### src/design/quadratic_root_solver_assert.svh
// Assertion macros used by the quadratic root solver top level.
`ifndef QUADRATIC_ROOT_SOLVER_ASSERT_SVH
`define QUADRATIC_ROOT_SOLVER_ASSERT_SVH

// Same-cycle implication, sampled on the clock and masked during reset.
`define QRS_ASSERT_NOW(lbl, ante, cons, msg) \
  lbl: assert property (@(posedge clk_i) disable iff (!rst_ni) (ante) |-> (cons)) \
    else $error(msg);

// Next-cycle implication, sampled on the clock and masked during reset.
`define QRS_ASSERT_NXT(lbl, ante, cons, msg) \
  lbl: assert property (@(posedge clk_i) disable iff (!rst_ni) (ante) |=> (cons)) \
    else $error(msg);

`endif

### src/design/qrs_fifo.sv
// Short job queue between the front end and the back end.
module qrs_fifo #(
  parameter int WIDTH = 8,
  parameter int DEPTH = 2
) (
  input  logic             clk_i,
  input  logic             rst_ni,
  input  logic             push_valid_i,
  output logic             push_ready_o,
  input  logic [WIDTH-1:0] push_data_i,
  output logic             pop_valid_o,
  input  logic             pop_ready_i,
  output logic [WIDTH-1:0] pop_data_o
);

  localparam int PW = (DEPTH > 1) ? $clog2(DEPTH) : 1;
  localparam int CNTW = $clog2(DEPTH + 1);

  logic [WIDTH-1:0] mem_q [DEPTH];
  logic [PW-1:0]    wr_ptr_q, rd_ptr_q;
  logic [CNTW-1:0]  cnt_q;
  logic             push, pop;

  assign push_ready_o = (cnt_q != CNTW'(DEPTH));
  assign pop_valid_o  = (cnt_q != '0);
  assign push         = push_valid_i && push_ready_o;
  assign pop          = pop_valid_o && pop_ready_i;
  assign pop_data_o   = mem_q[rd_ptr_q];

  // Pointers wrap at the queue depth; the count tracks occupancy.
  always_ff @(posedge clk_i or negedge rst_ni) begin
    if (!rst_ni) begin
      wr_ptr_q <= '0;
      rd_ptr_q <= '0;
      cnt_q    <= '0;
    end else begin
      if (push) begin
        wr_ptr_q <= (wr_ptr_q == PW'(DEPTH - 1)) ? '0 : wr_ptr_q + 1'b1;
      end
      if (pop) begin
        rd_ptr_q <= (rd_ptr_q == PW'(DEPTH - 1)) ? '0 : rd_ptr_q + 1'b1;
      end
      if (push && !pop) begin
        cnt_q <= cnt_q + 1'b1;
      end else if (pop && !push) begin
        cnt_q <= cnt_q - 1'b1;
      end
    end
  end

  always_ff @(posedge clk_i) begin
    if (push) begin
      mem_q[wr_ptr_q] <= push_data_i;
    end
  end

endmodule

### config.mk
export PLATFORM = sky130hd
export DESIGN_NAME = qrs_fifo
export DESIGN_NICKNAME = d
export VERILOG_FILES = /design/src/design/quadratic_root_solver_assert.svh /design/src/design/qrs_fifo.sv
export SDC_FILE = /design/constraint.sdc
export NUM_CORES = 1
export LEC_CHECK = 0
export BUFFER_PORTS_ARGS = -buffer_cell sky130_fd_sc_hd__buf_2
export CAP_MARGIN = 20
export CORE_MARGIN = 1
export CORE_UTILIZATION = 36
export CTS_CLUSTER_SIZE = 30
export DETAILED_ROUTE_END_ITERATION = 8
export SLEW_MARGIN = 25
export SYNTH_ARGS = -nofsm -noshare
export SYNTH_HDL_FRONTEND = slang
export SYNTH_SLANG_ARGS = --single-unit
### constraint.sdc
create_clock -name clk_i -period 1.8 [get_ports clk_i]
set_input_delay 0.27 -clock clk_i [delete_from_list [all_inputs] [get_ports clk_i]]
set_output_delay 0.27 -clock clk_i [all_outputs]
set_load 0.03 [all_outputs]
==> flow_metrics.tcl <==
set metrics [dict create \
    status "completed" \
    synth.top_cell.area_share 0.610 \
    cp_max_fo 9 \
    syn_area_per_cell_um2 18.3 \
    worst_setup_path_end_kind "output port" \
    final_antenna_net_count 0 \
    dp_hpwl_um 790 \
    synth_fp_nets 56 \
    fin_skew_ns 0.00964 \
    syn_inst 43 \
    min_path_type "primary input to flop" \
    track_usage 0.104 \
    drt_first_pass_iters 4 \
    fp.dieH_um 48.8 \
    max_cap_violations 0 \
    yosys_warnings 0 \
    synth_area_leaders "edfxtp_1, dfrtp_1, mux2_2" \
    htreeDepth 1 \
    drcViolationCount 0 \
    powerDensity_nw_per_um2 1790 \
    place_inst 91 \
    portBuffers 21 \
    grt_pass1_vias 417 \
    vias_per_cell 4.38 \
    worstSetupPathType "flop to output port" \
    antenna_found_initial 0 \
    netlist_area_um2 787 \
    fill_cells 180 \
    seq_area_frac_synth 0.738 \
    io_pins 22 \
    placed_cell_area_um2 928 \
    cts.sinks 20 \
    grt_pass1_wl_mm 1.79 \
    period_minus_slack_ns 1.61 \
    path_clk_slew_ns 0.11 \
    fin_tns_setup_ns 0 \
    die_area_um2 2380 \
    cts_tree "done" \
    drt_first_iter_violations 7 \
    place_congestion 0.666 \
    avgRoutedWirePerCell_um 11.3 \
    yosysTopAreaCell "edfxtp_1" \
    grt_max_degree 13 \
    cts_buffers 3 \
    grt.overflow.total 0 \
    rsz0062_at_grt "false" \
    drt-total-wl_mm 1.08 \
    leakage_nw 0.405 \
    final_max_slew_viol_count 0 \
    crit_required_ns 1.53 \
    worst_pin_slew_ns 0.385 \
    ys_seq_elements 20 \
    synth_cell_types 14 \
    core_um2 2000 \
    final_cell_count_no_fill 96 \
    irDropWorstVdd_mv 0.954 \
    root_buffer "clkbuf_4" \
    num_rows 16 \
    start_util 0.393 \
    syn2layout_area_growth_pct 26.1 \
    clock_latency_ns 0.29 \
    n_antenna_cell 0 \
    fin_nets 83 \
    die_w_um 48.8 \
    finish.instance_area_um2 992 \
    slew_headroom 0.743 \
    crit_arrival_ns 1.34 \
    cp-start-kind "flop" \
    dr_total_vias 420 \
    setup_viol 0 \
    cts_buffer_depth 2 \
    drive_gt1_frac 0.551 \
    finalHoldViolCount 0 \
    max_clock_freq_ghz 0.623 \
    period_share 0.892 \
]
## cell families after synthesis
kind of cell,synth area share
adders and majority gates,0.0159
buffers and inverters,0.0111
xor gates and xnor gates,0.0557
DFF,0.738
muxes,0.114
and+or+nand+nor,0.0652
## cell usage after synthesis (all sizes together)
cell,instances
xnor2,3
inv,1
nand2,2
ha,1
mux2,8
edfxtp,16
dfrtp,4
xor2,2
or2,1
and3,1
nor2,2
buf,1
nand2b,1
## what timing repair did
action	4_1_cts	5_1_grt
endpoints found under the setup margin	0	4
hold buffers	1	0
endpoints found under the hold margin	4	0
gates resized for setup	0	1
setup buffers	0	0
## worst paths after layout
check | start | to | slack, ns | cells past startpoint
hold / removal | push_data_i[3] | mem_q[1][3]$_DFFE_PP_ | 0.16 | 1
max in group asynchronous | rst_ni | rd_ptr_q$_DFFE_PN0P_ | 1.38 | 2
setup reg to reg | cnt_q[0]$_DFFE_PN0P_ | cnt_q[1]$_DFFE_PN0P_ | 0.37 | 6
hold reg to reg | wr_ptr_q$_DFFE_PN0N_ | wr_ptr_q$_DFFE_PN0N_ | 0.51 | 1
setup / recovery | rd_ptr_q$_DFFE_PN0P_ | pop_data_o[3] | 0.19 | 2
min in group asynchronous | rst_ni | wr_ptr_q$_DFFE_PN0N_ | 0.28 | 2
## critical path, cell delays in order, from the launching register on
cell and delay [ns]:
dfrtp_2 0.51, mux2_2 0.36, buf_2 0.17
## layout make-up
cell class | instances | area [um^2] | share of cell area
clock buffer | 3 | 22.5 | 0.0227
clock inverter | 1 | 30.0 | 0.0303
inverter | 1 | 3.75 | 0.00378
multi-input combinational | 21 | 198 | 0.199
sequential | 20 | 582 | 0.586
tap | 27 | 33.8 | 0.0340
timing repair buffer | 23 | 123 | 0.124
## state kept, by name (all words and copies together) (netlist names)
register,flops
cnt_q,2
mem_q,16
rd_ptr_q,1
wr_ptr_q,1
## through the flow
stage | total power, W | hold slack (ns) | worst slack, ns | utilization
6_report | 0.00177 | 0.155 | 0.194 | 0.496
5_1_grt | 0.00187 | 0.137 | 0.117 | 0.496
4_1_cts | 0.00179 | 0.146 | 0.0585 | 0.495
3_5_place_dp | 0.00143 | 0.0844 | 0.361 | 0.464
3_3_place_gp | 0.00143 | 0.0829 | 0.400 | 0.464
2_1_floorplan | 0.00127 | -0.0256 | 0.356 | -
## layer usage
| metal | routed length [um] | GRT usage |
|---|---|---|
| met5 | 0 | 0 |
| met4 | 7 | 0.0588 |
| met1 | 488 | 0.115 |
| met3 | 46 | 0.0283 |
| met2 | 541 | 0.178 |
## placed cells by master, fill, tap and decap left out
cell type	Yosys	final
and3_1	1	1
buf_2	1	21
buf_4	0	1
bufinv_16	0	1
clkbuf_4	0	3
dfrtp_1	4	3
dfrtp_2	0	1
dlygate4sd3_1	0	1
edfxtp_1	16	16
ha_1	1	1
inv_1	1	1
mux2_2	8	8
nand2_1	1	1
nand2_4	1	1
nand2b_4	1	1
nor2_1	2	2
or2_4	1	1
xnor2_1	3	3
xor2_1	2	2
## power breakdown
| part | internal (W) | switching, W | total, W |
|---|---|---|---|
| combinational | 0.000284 | 0.000387 | 0.000671 |
| sequential | 0.000649 | 0.0000992 | 0.000748 |
| clock | 0.000225 | 0.000129 | 0.000354 |
| total | 0.00116 | 0.000616 | 0.00177 |
Power figures use the tool's default switching activity.
