==> src/design/quadratic_root_solver_assert.svh <==
// Assertion macros used by the quadratic root solver top level.
`ifndef QUADRATIC_ROOT_SOLVER_ASSERT_SVH
`define QUADRATIC_ROOT_SOLVER_ASSERT_SVH

// Same-cycle implication, sampled on the clock and masked during reset.
`define QRS_ASSERT_NOW(lbl, ante, cons, msg) \
  lbl: assert property (@(posedge clk_i) disable iff (!rst_ni) (ante) |-> (cons)) \
    else $error(msg);

// Next-cycle implication, sampled on the clock and masked during reset.
`define QRS_ASSERT_NXT(lbl, ante, cons, msg) \
  lbl: assert property (@(posedge clk_i) disable iff (!rst_ni) (ante) |=> (cons)) \
    else $error(msg);

`endif

==> src/design/qrs_pkg.sv <==
// Shared constants and types of the quadratic root solver.
package qrs_pkg;

  localparam int COEF_WIDTH_DEF = 16;
  localparam int FRAC_BITS_DEF  = 16;
  localparam int ROOT_BITS      = 34;
  localparam int FIFO_DEPTH     = 2;

  typedef enum logic [1:0] {
    KIND_NONE = 2'd0,
    KIND_ONE  = 2'd1,
    KIND_TWO  = 2'd2,
    KIND_INF  = 2'd3
  } kind_e;

endpackage

==> src/design/qrs_if.sv <==
// Channel interfaces of the quadratic root solver: coefficients in, roots out.
interface coef_if #(parameter int CW = 16) ();
  logic                 valid;
  logic                 ready;
  logic signed [CW-1:0] coef_quadratic;
  logic signed [CW-1:0] coef_linear;
  logic signed [CW-1:0] coef_constant;

  modport source (output valid, coef_quadratic, coef_linear, coef_constant, input ready);
  modport sink   (input valid, coef_quadratic, coef_linear, coef_constant, output ready);
endinterface


==> src/design/qrs_front.sv <==
// Front end: takes coefficient triples, forms the discriminant and classifies the job.
module qrs_front import qrs_pkg::*; #(
  parameter int COEF_WIDTH = COEF_WIDTH_DEF,
  parameter int FRAC_BITS  = FRAC_BITS_DEF
) (
  input  logic                                   clk_i,
  input  logic                                   rst_ni,
  coef_if.sink                                   coef_i,
  output logic                                   job_valid_o,
  input  logic                                   job_ready_i,
  output kind_e                                  job_kind_o,
  output logic [2*COEF_WIDTH+1:0]                job_dmag_o,
  output logic signed [COEF_WIDTH+FRAC_BITS:0]   job_base_o,
  output logic signed [COEF_WIDTH:0]             job_den_o
);

  localparam int CW = COEF_WIDTH;
  localparam int DW = 2 * CW + 2;
  localparam int BW = CW + FRAC_BITS + 1;

  logic                 en;
  logic                 s1_v_q, s2_v_q, s3_v_q;
  logic signed [CW-1:0] s1_a_q, s1_b_q, s1_c_q;
  logic signed [CW-1:0] s2_a_q, s2_b_q, s2_c_q;
  logic [2*CW-1:0]      s2_bb_q, s2_ac_q;
  logic [CW-1:0]        a_mag, b_mag, c_mag;
  kind_e                kind_d, kind_q;
  logic [DW-1:0]        dmag_d, dmag_q;
  logic signed [BW-1:0] base_d, base_q;
  logic signed [CW:0]   den_d, den_q;

  // The whole front advances together unless the last stage is held.
  assign en           = !s3_v_q || job_ready_i;
  assign coef_i.ready = en;

  always_ff @(posedge clk_i or negedge rst_ni) begin
    if (!rst_ni) begin
      s1_v_q <= 1'b0;
      s2_v_q <= 1'b0;
      s3_v_q <= 1'b0;
    end else if (en) begin
      s1_v_q <= coef_i.valid;
      s2_v_q <= s1_v_q;
      s3_v_q <= s2_v_q;
    end
  end

  // Magnitudes of the coefficients for the unsigned products.
  assign a_mag = s1_a_q[CW-1] ? CW'(-s1_a_q) : CW'(s1_a_q);
  assign b_mag = s1_b_q[CW-1] ? CW'(-s1_b_q) : CW'(s1_b_q);
  assign c_mag = s1_c_q[CW-1] ? CW'(-s1_c_q) : CW'(s1_c_q);

  // Classification of the equation and operands for the back end.
  always_comb begin
    logic [DW-1:0]        bb_x;
    logic [DW-1:0]        ac4_x;
    logic                 a_zero, b_zero, c_zero, ac_neg;
    logic signed [BW-1:0] b_x, c_x;
    bb_x   = DW'(s2_bb_q);
    ac4_x  = {s2_ac_q, 2'b00};
    a_zero = (s2_a_q == '0);
    b_zero = (s2_b_q == '0);
    c_zero = (s2_c_q == '0);
    ac_neg = (s2_a_q[CW-1] != s2_c_q[CW-1]) && !c_zero;
    b_x    = BW'(s2_b_q);
    c_x    = BW'(s2_c_q);
    dmag_d = '0;
    if (a_zero) begin
      den_d  = (CW+1)'(s2_b_q);
      base_d = -(c_x <<< FRAC_BITS);
      if (!b_zero) begin
        kind_d = KIND_ONE;
      end else if (c_zero) begin
        kind_d = KIND_INF;
      end else begin
        kind_d = KIND_NONE;
      end
    end else begin
      den_d  = {s2_a_q, 1'b0};
      base_d = -(b_x <<< FRAC_BITS);
      if (ac_neg) begin
        dmag_d = bb_x + ac4_x;
        kind_d = KIND_TWO;
      end else if (bb_x >= ac4_x) begin
        dmag_d = bb_x - ac4_x;
        kind_d = (dmag_d == '0) ? KIND_ONE : KIND_TWO;
      end else begin
        kind_d = KIND_NONE;
      end
    end
  end

  always_ff @(posedge clk_i) begin
    if (en) begin
      s1_a_q  <= coef_i.coef_quadratic;
      s1_b_q  <= coef_i.coef_linear;
      s1_c_q  <= coef_i.coef_constant;
      s2_a_q  <= s1_a_q;
      s2_b_q  <= s1_b_q;
      s2_c_q  <= s1_c_q;
      s2_bb_q <= b_mag * b_mag;
      s2_ac_q <= a_mag * c_mag;
      kind_q  <= kind_d;
      dmag_q  <= dmag_d;
      base_q  <= base_d;
      den_q   <= den_d;
    end
  end

  assign job_valid_o = s3_v_q;
  assign job_kind_o  = kind_q;
  assign job_dmag_o  = dmag_q;
  assign job_base_o  = base_q;
  assign job_den_o   = den_q;

endmodule

==> src/flat_wrapper.sv <==
// flat-port wrapper written by rule: the top's interface ports become plain ports
module qrs_front_flat import qrs_pkg::*;
#(
  parameter int COEF_WIDTH = COEF_WIDTH_DEF,
  parameter int FRAC_BITS  = FRAC_BITS_DEF
)
  (clk_i, rst_ni, job_valid_o, job_ready_i, job_kind_o, job_dmag_o, job_base_o, job_den_o, coef_i_valid, coef_i_coef_quadratic, coef_i_coef_linear, coef_i_coef_constant, coef_i_ready);
  coef_if coef_i_i ();
  input  logic clk_i;
  input  logic rst_ni;
  output logic job_valid_o;
  input  logic job_ready_i;
  output kind_e job_kind_o;
  output logic [2*COEF_WIDTH+1:0] job_dmag_o;
  output logic signed [COEF_WIDTH+FRAC_BITS:0] job_base_o;
  output logic signed [COEF_WIDTH:0] job_den_o;
  input wire logic [$bits(coef_i_i.valid)-1:0] coef_i_valid;
  input wire logic [$bits(coef_i_i.coef_quadratic)-1:0] coef_i_coef_quadratic;
  input wire logic [$bits(coef_i_i.coef_linear)-1:0] coef_i_coef_linear;
  input wire logic [$bits(coef_i_i.coef_constant)-1:0] coef_i_coef_constant;
  output wire logic [$bits(coef_i_i.ready)-1:0] coef_i_ready;
  assign coef_i_i.valid = coef_i_valid;
  assign coef_i_i.coef_quadratic = coef_i_coef_quadratic;
  assign coef_i_i.coef_linear = coef_i_coef_linear;
  assign coef_i_i.coef_constant = coef_i_coef_constant;
  assign coef_i_ready = coef_i_i.ready;
  qrs_front #(.COEF_WIDTH(COEF_WIDTH), .FRAC_BITS(FRAC_BITS)) u_core (.clk_i(clk_i), .rst_ni(rst_ni), .coef_i(coef_i_i), .job_valid_o(job_valid_o), .job_ready_i(job_ready_i), .job_kind_o(job_kind_o), .job_dmag_o(job_dmag_o), .job_base_o(job_base_o), .job_den_o(job_den_o));
endmodule
==> config.mk <==
export PLATFORM = sky130hd
export DESIGN_NAME = qrs_front_flat
export DESIGN_NICKNAME = d
export VERILOG_FILES = /design/src/design/quadratic_root_solver_assert.svh /design/src/design/qrs_pkg.sv /design/src/design/qrs_if.sv /design/src/design/qrs_front.sv /design/src/flat_wrapper.sv
export SDC_FILE = /design/constraint.sdc
export NUM_CORES = 1
export LEC_CHECK = 0
export BUFFER_PORTS_ARGS = -buffer_cell sky130_fd_sc_hd__buf_2
export CAP_MARGIN = 25
export CORE_ASPECT_RATIO = 0.8
export CORE_MARGIN = 2
export CORE_UTILIZATION = 35
export CTS_BUF_LIST = sky130_fd_sc_hd__clkbuf_8 sky130_fd_sc_hd__clkbuf_16
export CTS_CLUSTER_SIZE = 12
export DETAILED_ROUTE_END_ITERATION = 8
export MAX_ROUTING_LAYER = met4
export PLACE_DENSITY = 0.64
export SETUP_SLACK_MARGIN = 0.15
export SLEW_MARGIN = 30
export SYNTH_ARGS = -nofsm -noshare
export SYNTH_HDL_FRONTEND = slang
export SYNTH_SLANG_ARGS = --single-unit
==> constraint.sdc <==
create_clock -name clk_i -period 9.6 [get_ports clk_i]
set_input_delay 1.92 -clock clk_i [delete_from_list [all_inputs] [get_ports clk_i]]
set_output_delay 1.92 -clock clk_i [all_outputs]
set_load 0.1 [all_outputs]
==> summary.md, run 1 <==
| Metric | Value |
|---|---|
| Hold WC Path Type | reg2reg |
| Most common cell after layout, fill and taps aside | inv_1 |
| Slew margin rel. | between 30% and 40% |
| I/O pin cnt | 140 |
| Worst r2r src | u_core.s1_b_q[5] |
| TritonCTS clock tree | built |
| Number of synthesized flops with an enable pin | about 230 |
| Vert. Die Dim | roughly 260 um |
| # DRC | 0 |
| Initial Util | a little over a third |
| Nets | 3,752 |
| Via Count | about 22,000 |
| Mux cell area share after synthesis | less than 1% |
| Setup TNS | 0 ns |
| WP data arrival | 9.25 ns |
| Largest net degree at the start of global routing | 154 |
| RSZ-0062 raised after global routing | no |
| GPL Wtd Cong | just under 1 |
| Synth area leader | fa_1 |
| Syn Area/Cell | around 9.6 sq um |
| Initial antenna violation count | 1 |
| Seq cells post-synth | between 200 and 250 |
| Crit-path slowest cell | or4b_2 |
| Drt first pass iters | 8 |
| Vias in the first global route | 20,866 |
| Compound-Gate Fraction of Synth Area | a little over a tenth |
| Vias/cell | around 5.2 |
| Clock-pin slew on the worst setup and hold paths | 0.06 ns |
| Data required, critical path | around 10 ns |
| Detailed Route Iter0 Violations | around 2,200 |
| Hold_buf cts | 0 |
| Grt ovf | 0 |
| Crit end category | register |
| Wire length of the first global-routing pass | approximately 130 mm |
| Hold Vio Cnt, Final | 0 |
| Tmin final | around 9 ns |
| CP max stage delay | about 0.62 ns |
| Detail Route Antenna Nets | 0 |
| Main combinational cell family by area after synthesis | adder cells |
| Share of the synthesized area in the top cell type | approximately a quarter |
| Placed insts | 4,089 |
| MaxCap Viol Count | 0 |
| DIE WIDTH | 321 um |
| Wire per inst | a little under 20 um |
| Hold wc startpoint | u_core.s2_v_q |
| Root Driver | clkbuf_16 |
| Commonest cells after routing, fill and taps aside | 547 x inv_1, 360 x fa_1, 291 x nor2_1 |
| Cells after Synth | between 2,000 and 3,000 |
| CTS Buf Count | 28 |
| Top_reg_cell synth | edfxtp_1 |
| CP Class | reg2reg |
| Num Clock Sinks | 230 |
| DPL Wire Length | 66.1 mm |
| Seq/Total Area, Yosys | roughly 24% |
| Yosys warning total | 0 |
| Xor-xnor portion of the synthesized cell area | under 10% |
| Peak Freq | 114 MHz |
| Total die area | a little over 80,000 sq um |
| GRT Total Usage | between 20% and 30% |
| Asr flop ratio synth | ~1.3% |
| Startpoint types | register |
| Synth Area in Adders | a little under two fifths |
| Ratio of cells with drive above 1 in the final layout | under 10% |
| Drt total wl | 82.0 mm |
| Non-filler cells, final | approximately 4,100 |
| Critical Path Most Common Cell | fa_1 |
| Area delta synth->final | 10.5% |
| H-Tree Level Count | 1 |
| Clock Path Buffers | 3 |
| Crit Path Max Fanout | 10 |
| Skew-Pair Late Insertion Delay | 0.64 ns |
| Clock skew | just over 0.07 ns |
| Worst slew pin tran | about 0.98 ns |
| Setup Viol. Count Final | 0 |
| Yosys cell types | 89 |
| Critical Path Start | u_core.s1_b_q[5] |
| Fill count | 7,989 |
| Core box area | 80,100 sq um |
| Slew Limit Fails | 0 |
| Synth Area in Simple Gates | about an eighth |
| FP Rows | slightly above 90 |
| Mapped cell area | roughly 28,000 sq um |
| Port bufs | approximately 120 |
| Period utilization | roughly nine tenths |
| Most area-consuming cells after synthesis | fa_1 26%, edfxtp_1 24%, ha_1 12% |
| Outcome | finished clean |
==> final cells by class <==
type / count / area [sq um] / share of cell area [%]
inverter: 551 / 2070 / 6.64
tap: 1045 / 1310 / 4.20
timing repair buffer: 182 / 1080 / 3.46
sequential: 230 / 6890 / 22.1
multi-input combinational: 2081 / 18900 / 60.7
clock buffer: 28 / 701 / 2.25
antenna: 1 / 2.50 / 0.00804
clock inverter: 21 / 193 / 0.619
==> what timing repair did <==
| action | in CTS | in global routing |
|---|---|---|
| setup buffers | 0 | 0 |
| endpoints found under the hold margin | 0 | 0 |
| resized for setup | 0 | 1 |
| endpoints found under the setup margin | 0 | 2 |
==> cells by family after synthesis <==
group	after synthesis
flip-flops	230
adder cells (fa/ha/maj)	626
XOR/XNOR	161
buffers and inverters	645
other	2
AO/OA/AOI/OAI	453
multiplexers	6
AND/OR/NAND/NOR	807
==> stage by stage <==
step           area (sq um)  worst slack, ns  util [%]  hold slack, ns
6_report              31100            0.837      38.9           0.453
5_1_grt               31100            0.322      38.9           0.483
4_1_cts               31100            0.679      38.9           0.458
3_5_place_dp          30200            0.693      37.8           0.446
3_3_place_gp          30200            0.993      37.7           0.442
2_1_floorplan         28300             1.38         -           0.424
==> Yosys cell counts, types with 30 or more instances <==
master and number:
clkbuf_1 58, nand2b_1 30, a21oi_1 113, xnor2_1 99, ha_1 266, a21o_1 54, xor2_1 62, nor3_1 47
fa_1 360, nand2_1 267, edfxtp_1 227, inv_1 544, o21ai_0 64, nand3_1 38, nor2_1 291
==> sequential cells by signal, summed over array words and instances, names as in the netlist <==
signal              flops
u_core.job_valid_o      1
u_core.job_dmag_o      33
u_core.s1_c_q          16
u_core.s2_bb_q         31
u_core.s2_c_q          16
u_core.job_kind_o       2
u_core.s2_a_q          16
u_core.job_den_o       17
u_core.s2_b_q          15
u_core.s1_a_q          16
u_core.s2_ac_q         32
u_core.job_base_o      17
u_core.s1_b_q          16
u_core.s2_v_q           1
u_core.s1_v_q           1
==> worst paths after layout <==
check / slack [ns] / depth (start not counted) / to
max: 0.84 / 29 / u_core.s2_bb_q[29]
min: 0.45 / 1 / u_core.job_valid_o
max reg2reg: 0.84 / 29 / u_core.s2_bb_q[29]
min reg2reg: 0.45 / 1 / u_core.job_valid_o
max in group asynchronous: 8.36 / 1 / u_core.s1_v_q
min in group asynchronous: 1.14 / 1 / u_core.s2_v_q
==> critical path, delay by kind of cell, from the launching register on <==
kind                       cells  cell delay (ns)
adders and majority gates      7             3.27
AOI/OAI and AO/OA              7             1.47
xor gates and xnor gates       1             0.42
buffers and inverters          6             0.75
and+or+nand+nor                8             2.24
DFF                            1             0.46
==> layer usage <==
metal / track usage (%) / vias up / share of wire, %
met5: - / - / 0
li1: - / 9885 / -
met3: 4.49 / 100 / 11
met1: 31.1 / 10598 / 48
met4: 4.44 / 0 / 2.6
met2: 27.2 / 1051 / 39
Power of run 1 is not shown: default switching activity piles up to over one toggle a cycle in this logic, so the estimate is an artifact.
==> run 2: changes to the inputs <==
--- a/config.mk
+++ b/config.mk
@@ -5,7 +5,7 @@
 export SDC_FILE = /design/constraint.sdc
 export NUM_CORES = 1
 export LEC_CHECK = 0
-export BUFFER_PORTS_ARGS = -buffer_cell sky130_fd_sc_hd__buf_2
+export BUFFER_PORTS_ARGS = -buffer_cell sky130_fd_sc_hd__clkbuf_2
 export CAP_MARGIN = 25
 export CORE_ASPECT_RATIO = 0.8
 export CORE_MARGIN = 2
@@ -20,3 +20,4 @@
 export SYNTH_ARGS = -nofsm -noshare
 export SYNTH_HDL_FRONTEND = slang
 export SYNTH_SLANG_ARGS = --single-unit
+export TNS_END_PERCENT = 50
==> run 2 against run 1 <==
  * Design area fell by 0.10%
  * Critical endpoint unchanged
  * Register-to-register slack got worse by 0.20 ns
  * Largest cell class unchanged
  * Die area did not move
  * Flip-flop and latch count did not move
  * Highest routed layer unchanged
  * Global-route usage rose by 0.071 points
  * Wire length rose by 0.24%
  * Critical path depth fell by 1
==> summary.md, run 2 (synthesized netlist as in run 1, its figures left out) <==
| Metric | Value |
|---|---|
| Outcome | finished clean |
| H-Tree Level Count | 1 |
| Hold wc startpoint | u_core.s2_v_q |
| Hold_buf cts | 0 |
| Core box area | about 80,000 sq um |
| Multi-input logic area | 18,900 sq um |
| MaxCap Viol Count | 0 |
| Detail Route Antenna Nets | 0 |
| Clock-pin slew on the worst setup and hold paths | about 0.070 ns |
| Wire per inst | between 15 and 20 um |
| CP Class | reg2reg |
| Crit Path Max Fanout | 17 |
| Detailed Route Iter0 Violations | 2,330 |
| Critical Path Most Common Cell | fa_1 |
| Drt total wl | approximately 82 mm |
| Tmin final | around 9 ns |
| Total die area | 82,800 sq um |
| Grt ovf | 0 |
| Clock skew | about 0.023 ns |
| Port bufs | between 100 and 150 |
| End of the worst hold path | u_core.job_valid_o |
| Reg area | between 6000 and 7000 sq um |
| Hold WC Path Type | reg2reg |
| Area delta synth->final | 10.4% |
| Met3 Usage GRT | around 4.6% |
| Skew-Pair Late Insertion Delay | slightly above 0.6 ns |
| Largest net degree at the start of global routing | ~140 |
| R2r setup slk | 0.63 ns |
| Worst hold path depth | 1 |
| Root Driver | clkbuf_16 |
| Crit-path slowest cell | or4b_2 |
| Worst slew pin tran | 0.975 ns |
| Period utilization | a little over 90% |
| Vias/cell | between 5 and 6 |
| CP max stage delay | 0.61 ns |
| DIE WIDTH | about 320 um |
| Met2 global-route usage | a little over a quarter |
| Num Clock Sinks | between 200 and 250 |
| Post-Place Cell Area | ~30,000 sq um |
| GPL Wtd Cong | ~0.96 |
| # DRC | 0 |
| Ratio of cells with drive above 1 in the final layout | between 8 and 9% |
| Startpoint types | register |
| Placed insts | between 4,000 and 5,000 |
| I/O pin cnt | 140 |
| Setup TNS | 0 ns |
| Worst r2r src | u_core.s1_b_q[0] |
| GRT Total Usage | about a fifth |
| TritonCTS clock tree | built |
| Initial Util | a little over a third |
| Nets | around 3,800 |
| Initial antenna violation count | 0 |
| Hold Vio Cnt, Final | 0 |
| Clock Path Buffers | 3 |
| R2R depth | 28 |
| Slew margin rel. | between 30% and 40% |
| Peak Freq | about 110 MHz |
| Crit end category | register |
| Met1 usage | 31.4% |
| WP data arrival | 9.44 ns |
| Design area | 31,100 sq um |
| Vert. Die Dim | roughly 260 um |
| Slew Limit Fails | 0 |
| DPL Wire Length | roughly 66 mm |
| Setup Viol. Count Final | 0 |
| Wire length of the first global-routing pass | 126 mm |
| Via Count | approximately 22,000 |
| CTS Buf Count | 27 |
| Most common cell after layout, fill and taps aside | inv_1 |
| R2r endpoint | u_core.s2_bb_q[29] |
| Non-filler cells, final | between 4,000 and 5,000 |
| Data required, critical path | 10.07 ns |
| Max reg flops | 33 |
| RSZ-0062 raised after global routing | no |
| Drt first pass iters | 6 |
| Gr busiest metal | met1 |
| Commonest cells after routing, fill and taps aside | 548 x inv_1, 360 x fa_1, 291 x nor2_1 |
| FP Rows | just over 90 |
| Fill count | roughly 7,900 |
| Vias in the first global route | 21,014 |
-- run 2: cell types whose count changed in the layout (fill, tap and decap cells not counted), sizes merged --
cell	delta
buf	-119
clkbuf	+121
clkinv	-6
clkinvlp	+2
inv	+2
-- run 2: through the flow --
stage	setup WS (ns)	hold WS [ns]	utilization, %
after floorplan	1.38	0.424	-
after global placement	0.743	0.437	37.7
after detailed placement	0.449	0.450	37.8
after CTS	0.414	0.463	38.8
after global routing	0.189	0.489	38.8
final	0.634	0.463	38.8
-- run 2: worst max path at each step --
| stage | from | to | slack, ns | depth (start not counted) |
|---|---|---|---|---|
| after global routing | u_core.s1_b_q[5] | u_core.s2_bb_q[29] | 0.19 | 27 |
| after detailed placement | u_core.s1_b_q[0] | u_core.s2_bb_q[29] | 0.45 | 28 |
| after CTS | u_core.s1_b_q[0] | u_core.s2_bb_q[29] | 0.41 | 28 |
| after global placement | u_core.s1_b_q[0] | u_core.s2_bb_q[29] | 0.74 | 29 |
| after floorplan | u_core.s1_b_q[0] | u_core.s2_bb_q[29] | 1.38 | 29 |
| final | u_core.s1_b_q[0] | u_core.s2_bb_q[29] | 0.63 | 28 |
-- run 2: cell type report --
type / count / area share (%)
multi-input combinational: 2081 / 60.7
sequential: 230 / 22.2
inverter: 551 / 6.66
tap: 1045 / 4.20
timing repair buffer: 185 / 3.52
clock buffer: 27 / 2.17
clock inverter: 19 / 0.535
antenna: 1 / 0.00805
-- run 2: repair_timing --
item / 4_1_cts / 5_1_grt
setup buffers: 0 / 0
setup endpoints to repair: 0 / 3
resized for setup: 0 / 3
-- run 2: per-layer routing --
metal / share of wire [%] / up-vias
li1: - / 9889
met1: 48 / 10508
met2: 39 / 1023
met3: 11 / 137
met4: 2.9 / 0
met5: 0 / -
-- run 2: critical path: cells and delay by family (launching register included) --
| kind | cells | cell delay [ns] |
|---|---|---|
| fa+ha+maj | 8 | 3.53 |
| compound gates | 8 | 1.69 |
| simple gates | 6 | 1.68 |
| buf+inv | 5 | 0.94 |
| flops | 1 | 0.52 |
| xor+xnor | 1 | 0.46 |
Power of run 2 is left out for the same reason.
==> run 3: changes to the inputs <==
--- a/config.mk
+++ b/config.mk
@@ -9,14 +9,14 @@
 export CAP_MARGIN = 25
 export CORE_ASPECT_RATIO = 0.8
 export CORE_MARGIN = 2
-export CORE_UTILIZATION = 35
+export CORE_UTILIZATION = 50
 export CTS_BUF_LIST = sky130_fd_sc_hd__clkbuf_8 sky130_fd_sc_hd__clkbuf_16
 export CTS_CLUSTER_SIZE = 12
 export DETAILED_ROUTE_END_ITERATION = 8
 export MAX_ROUTING_LAYER = met4
-export PLACE_DENSITY = 0.64
+export PLACE_DENSITY = 0.82
 export SETUP_SLACK_MARGIN = 0.15
-export SLEW_MARGIN = 30
+export SLEW_MARGIN = 5
 export SYNTH_ARGS = -nofsm -noshare
 export SYNTH_HDL_FRONTEND = slang
 export SYNTH_SLANG_ARGS = --single-unit
==> run 3 against run 2 <==
  * Clock skew up 0.0012 ns
  * Clock-buffer cell count stayed put
  * Design area down 1.2%
  * Register-to-register slack worse by 0.04 ns
  * Worst hold slack worse by 0.0052 ns
  * Via count increased by 3.1%
  * Final cell count decreased by 7.2%
  * Setup slack lost 0.039 ns
  * Critical endpoint is now u_core.s2_bb_q[30]
  * Largest cell class unchanged
  * Highest routed layer unchanged
==> summary.md, run 3 (synthesized netlist as in run 1, its figures left out) <==
| Metric | Value |
|---|---|
| Crit-path slowest cell | a41oi_1 |
| Crit-path leading delay family | adder cells |
| DIE WIDTH | approximately 270 um |
| Slew margin rel. | between 20% and 30% |
| Setup TNS | 0 ns |
| Worst hold path depth | 1 |
| Root Driver | clkbuf_16 |
| R2R depth | 27 |
| Detail Route Antenna Nets | 0 |
| Clock Path Buffers | 3 |
| Fill count | around 4,800 |
| Vias in the first global route | between 20,000 and 25,000 |
| Instance count on the critical path | 27 |
| Peak Freq | around 110 MHz |
| Initial Util | 50.8% |
| Multi-input logic area | about 19,000 sq um |
| WP data arrival | around 9.4 ns |
| Clock-pin slew on the worst setup and hold paths | ~0.070 ns |
| Commonest cells after routing, fill and taps aside | 548 x inv_1, 360 x fa_1, 291 x nor2_1 |
| Hold_buf cts | 0 |
| CTS Buf Count | 27 |
| Period utilization | a little over nine tenths |
| Crit end category | register |
| Setup Viol. Count Final | 0 |
| Skew-Pair Late Insertion Delay | ~0.60 ns |
| Hold wc startpoint | u_core.s2_v_q |
| GPL Wtd Cong | between 1 and 1.5 |
| N_diodes | 0 |
| Outcome | finished clean |
| Worst r2r src | u_core.s1_b_q[0] |
| I/O pin cnt | between 100 and 150 |
| Wire length of the first global-routing pass | 126 mm |
| Hold Vio Cnt, Final | 0 |
| Drt total wl | 79.5 mm |
| Num Clock Sinks | 230 |
| R2r endpoint | u_core.s2_bb_q[30] |
| Grt ovf | 0 |
| Slew Limit Fails | 0 |
| Via Count | between 20,000 and 25,000 |
| Buf/Inv on CP | 5 |
| Worst slew pin tran | roughly 1.1 ns |
| Initial antenna violation count | 1 |
| Vias/cell | between 5 and 6 |
| # DRC | 0 |
| Wire per inst | 20.7 um |
| End of the worst hold path | u_core.job_valid_o |
| TritonCTS clock tree | built |
| RSZ-0062 raised after global routing | no |
| FP Rows | 77 |
| Drt first pass iters | 6 |
| GRT Total Usage | approximately 29% |
| Largest net degree at the start of global routing | between 150 and 200 |
| Detailed Route Iter0 Violations | between 2,000 and 3,000 |
| Hold WC Path Type | reg2reg |
| Clock skew | between 0.02 and 0.025 ns |
| Area delta synth->final | 9.04% |
| Core box area | 55,500 sq um |
| CP max stage delay | 0.57 ns |
| Nets | approximately 3,800 |
| DPL Wire Length | 63.4 mm |
| Max reg flops | 33 |
| Data required, critical path | approximately 10 ns |
| H-Tree Level Count | 1 |
| Vert. Die Dim | 216 um |
| Reg area | ~6900 sq um |
| R2r setup slk | 0.59 ns |
| Critical Path Most Common Cell | fa_1 |
| MaxCap Viol Count | 0 |
| Crit Path Max Fanout | 17 |
| Total die area | around 60,000 sq um |
| Most common cell after layout, fill and taps aside | inv_1 |
| Tmin final | between 9 and 10 ns |
| Startpoint types | register |
| CP Class | reg2reg |
| Port bufs | between 100 and 150 |
| Ratio of cells with drive above 1 in the final layout | about 8.7% |
[run 3: cell types whose count changed in the layout (fill, tap and decap cells not counted), moves of 2 or more]
cell | previous run | this run
xnor2_1 | 96 | 98
bufinv_16 | 2 | 4
clkinvlp_4 | 3 | 0
xnor2_2 | 3 | 1
[run 3: through the flow]
stage	instances	hold WS (ns)	worst slack [ns]	cell area [sq um]	utilization (%)
global placement	3794	0.440	0.767	29800	53.8
finish	3840	0.457	0.595	30700	55.4
floorplan	2956	0.424	1.38	28300	-
detailed placement	3794	0.450	0.430	29800	53.8
CTS	3839	0.462	0.419	30700	55.3
global route	3840	0.502	0.204	30700	55.4
[run 3: layout make-up]
cell class                      count  area share [%]
Inverter                          551            6.73
Tap cell                          750            3.05
Multi-Input combinational cell   2081            61.4
Clock inverter                     18           0.656
Sequential cell                   230            22.4
Timing Repair Buffer              183            3.52
Clock buffer                       27            2.20
[run 3: worst max-delay path by stage]
stage                     startpoint                  to  slack, ns
floorplan           u_core.s1_b_q[0]  u_core.s2_bb_q[29]       1.38
detailed placement  u_core.s1_b_q[0]  u_core.s2_bb_q[30]       0.43
CTS                 u_core.s1_b_q[0]  u_core.s2_bb_q[30]       0.42
finish              u_core.s1_b_q[0]  u_core.s2_bb_q[30]       0.59
global route        u_core.s1_b_q[0]  u_core.s2_bb_q[30]       0.20
global placement    u_core.s1_b_q[0]  u_core.s2_bb_q[30]       0.77
[run 3: timing repair]
action	4_1_cts	5_1_grt
hold endpoints to repair	0	0
setup buffers	0	0
setup endpoints to repair	0	2
resized for setup	0	3
[run 3: metal layers]
| metal | vias to the layer above | global-route usage [%] | part of all wire [%] |
|---|---|---|---|
| li1 | 9876 | - | - |
| met1 | 10794 | 41.1 | 43 |
| met2 | 1387 | 40.1 | 42 |
| met3 | 179 | 6.32 | 12 |
| met4 | 0 | 8.81 | 3.5 |
| met5 | - | - | 0 |
Power of run 3 is left out for the same reason.
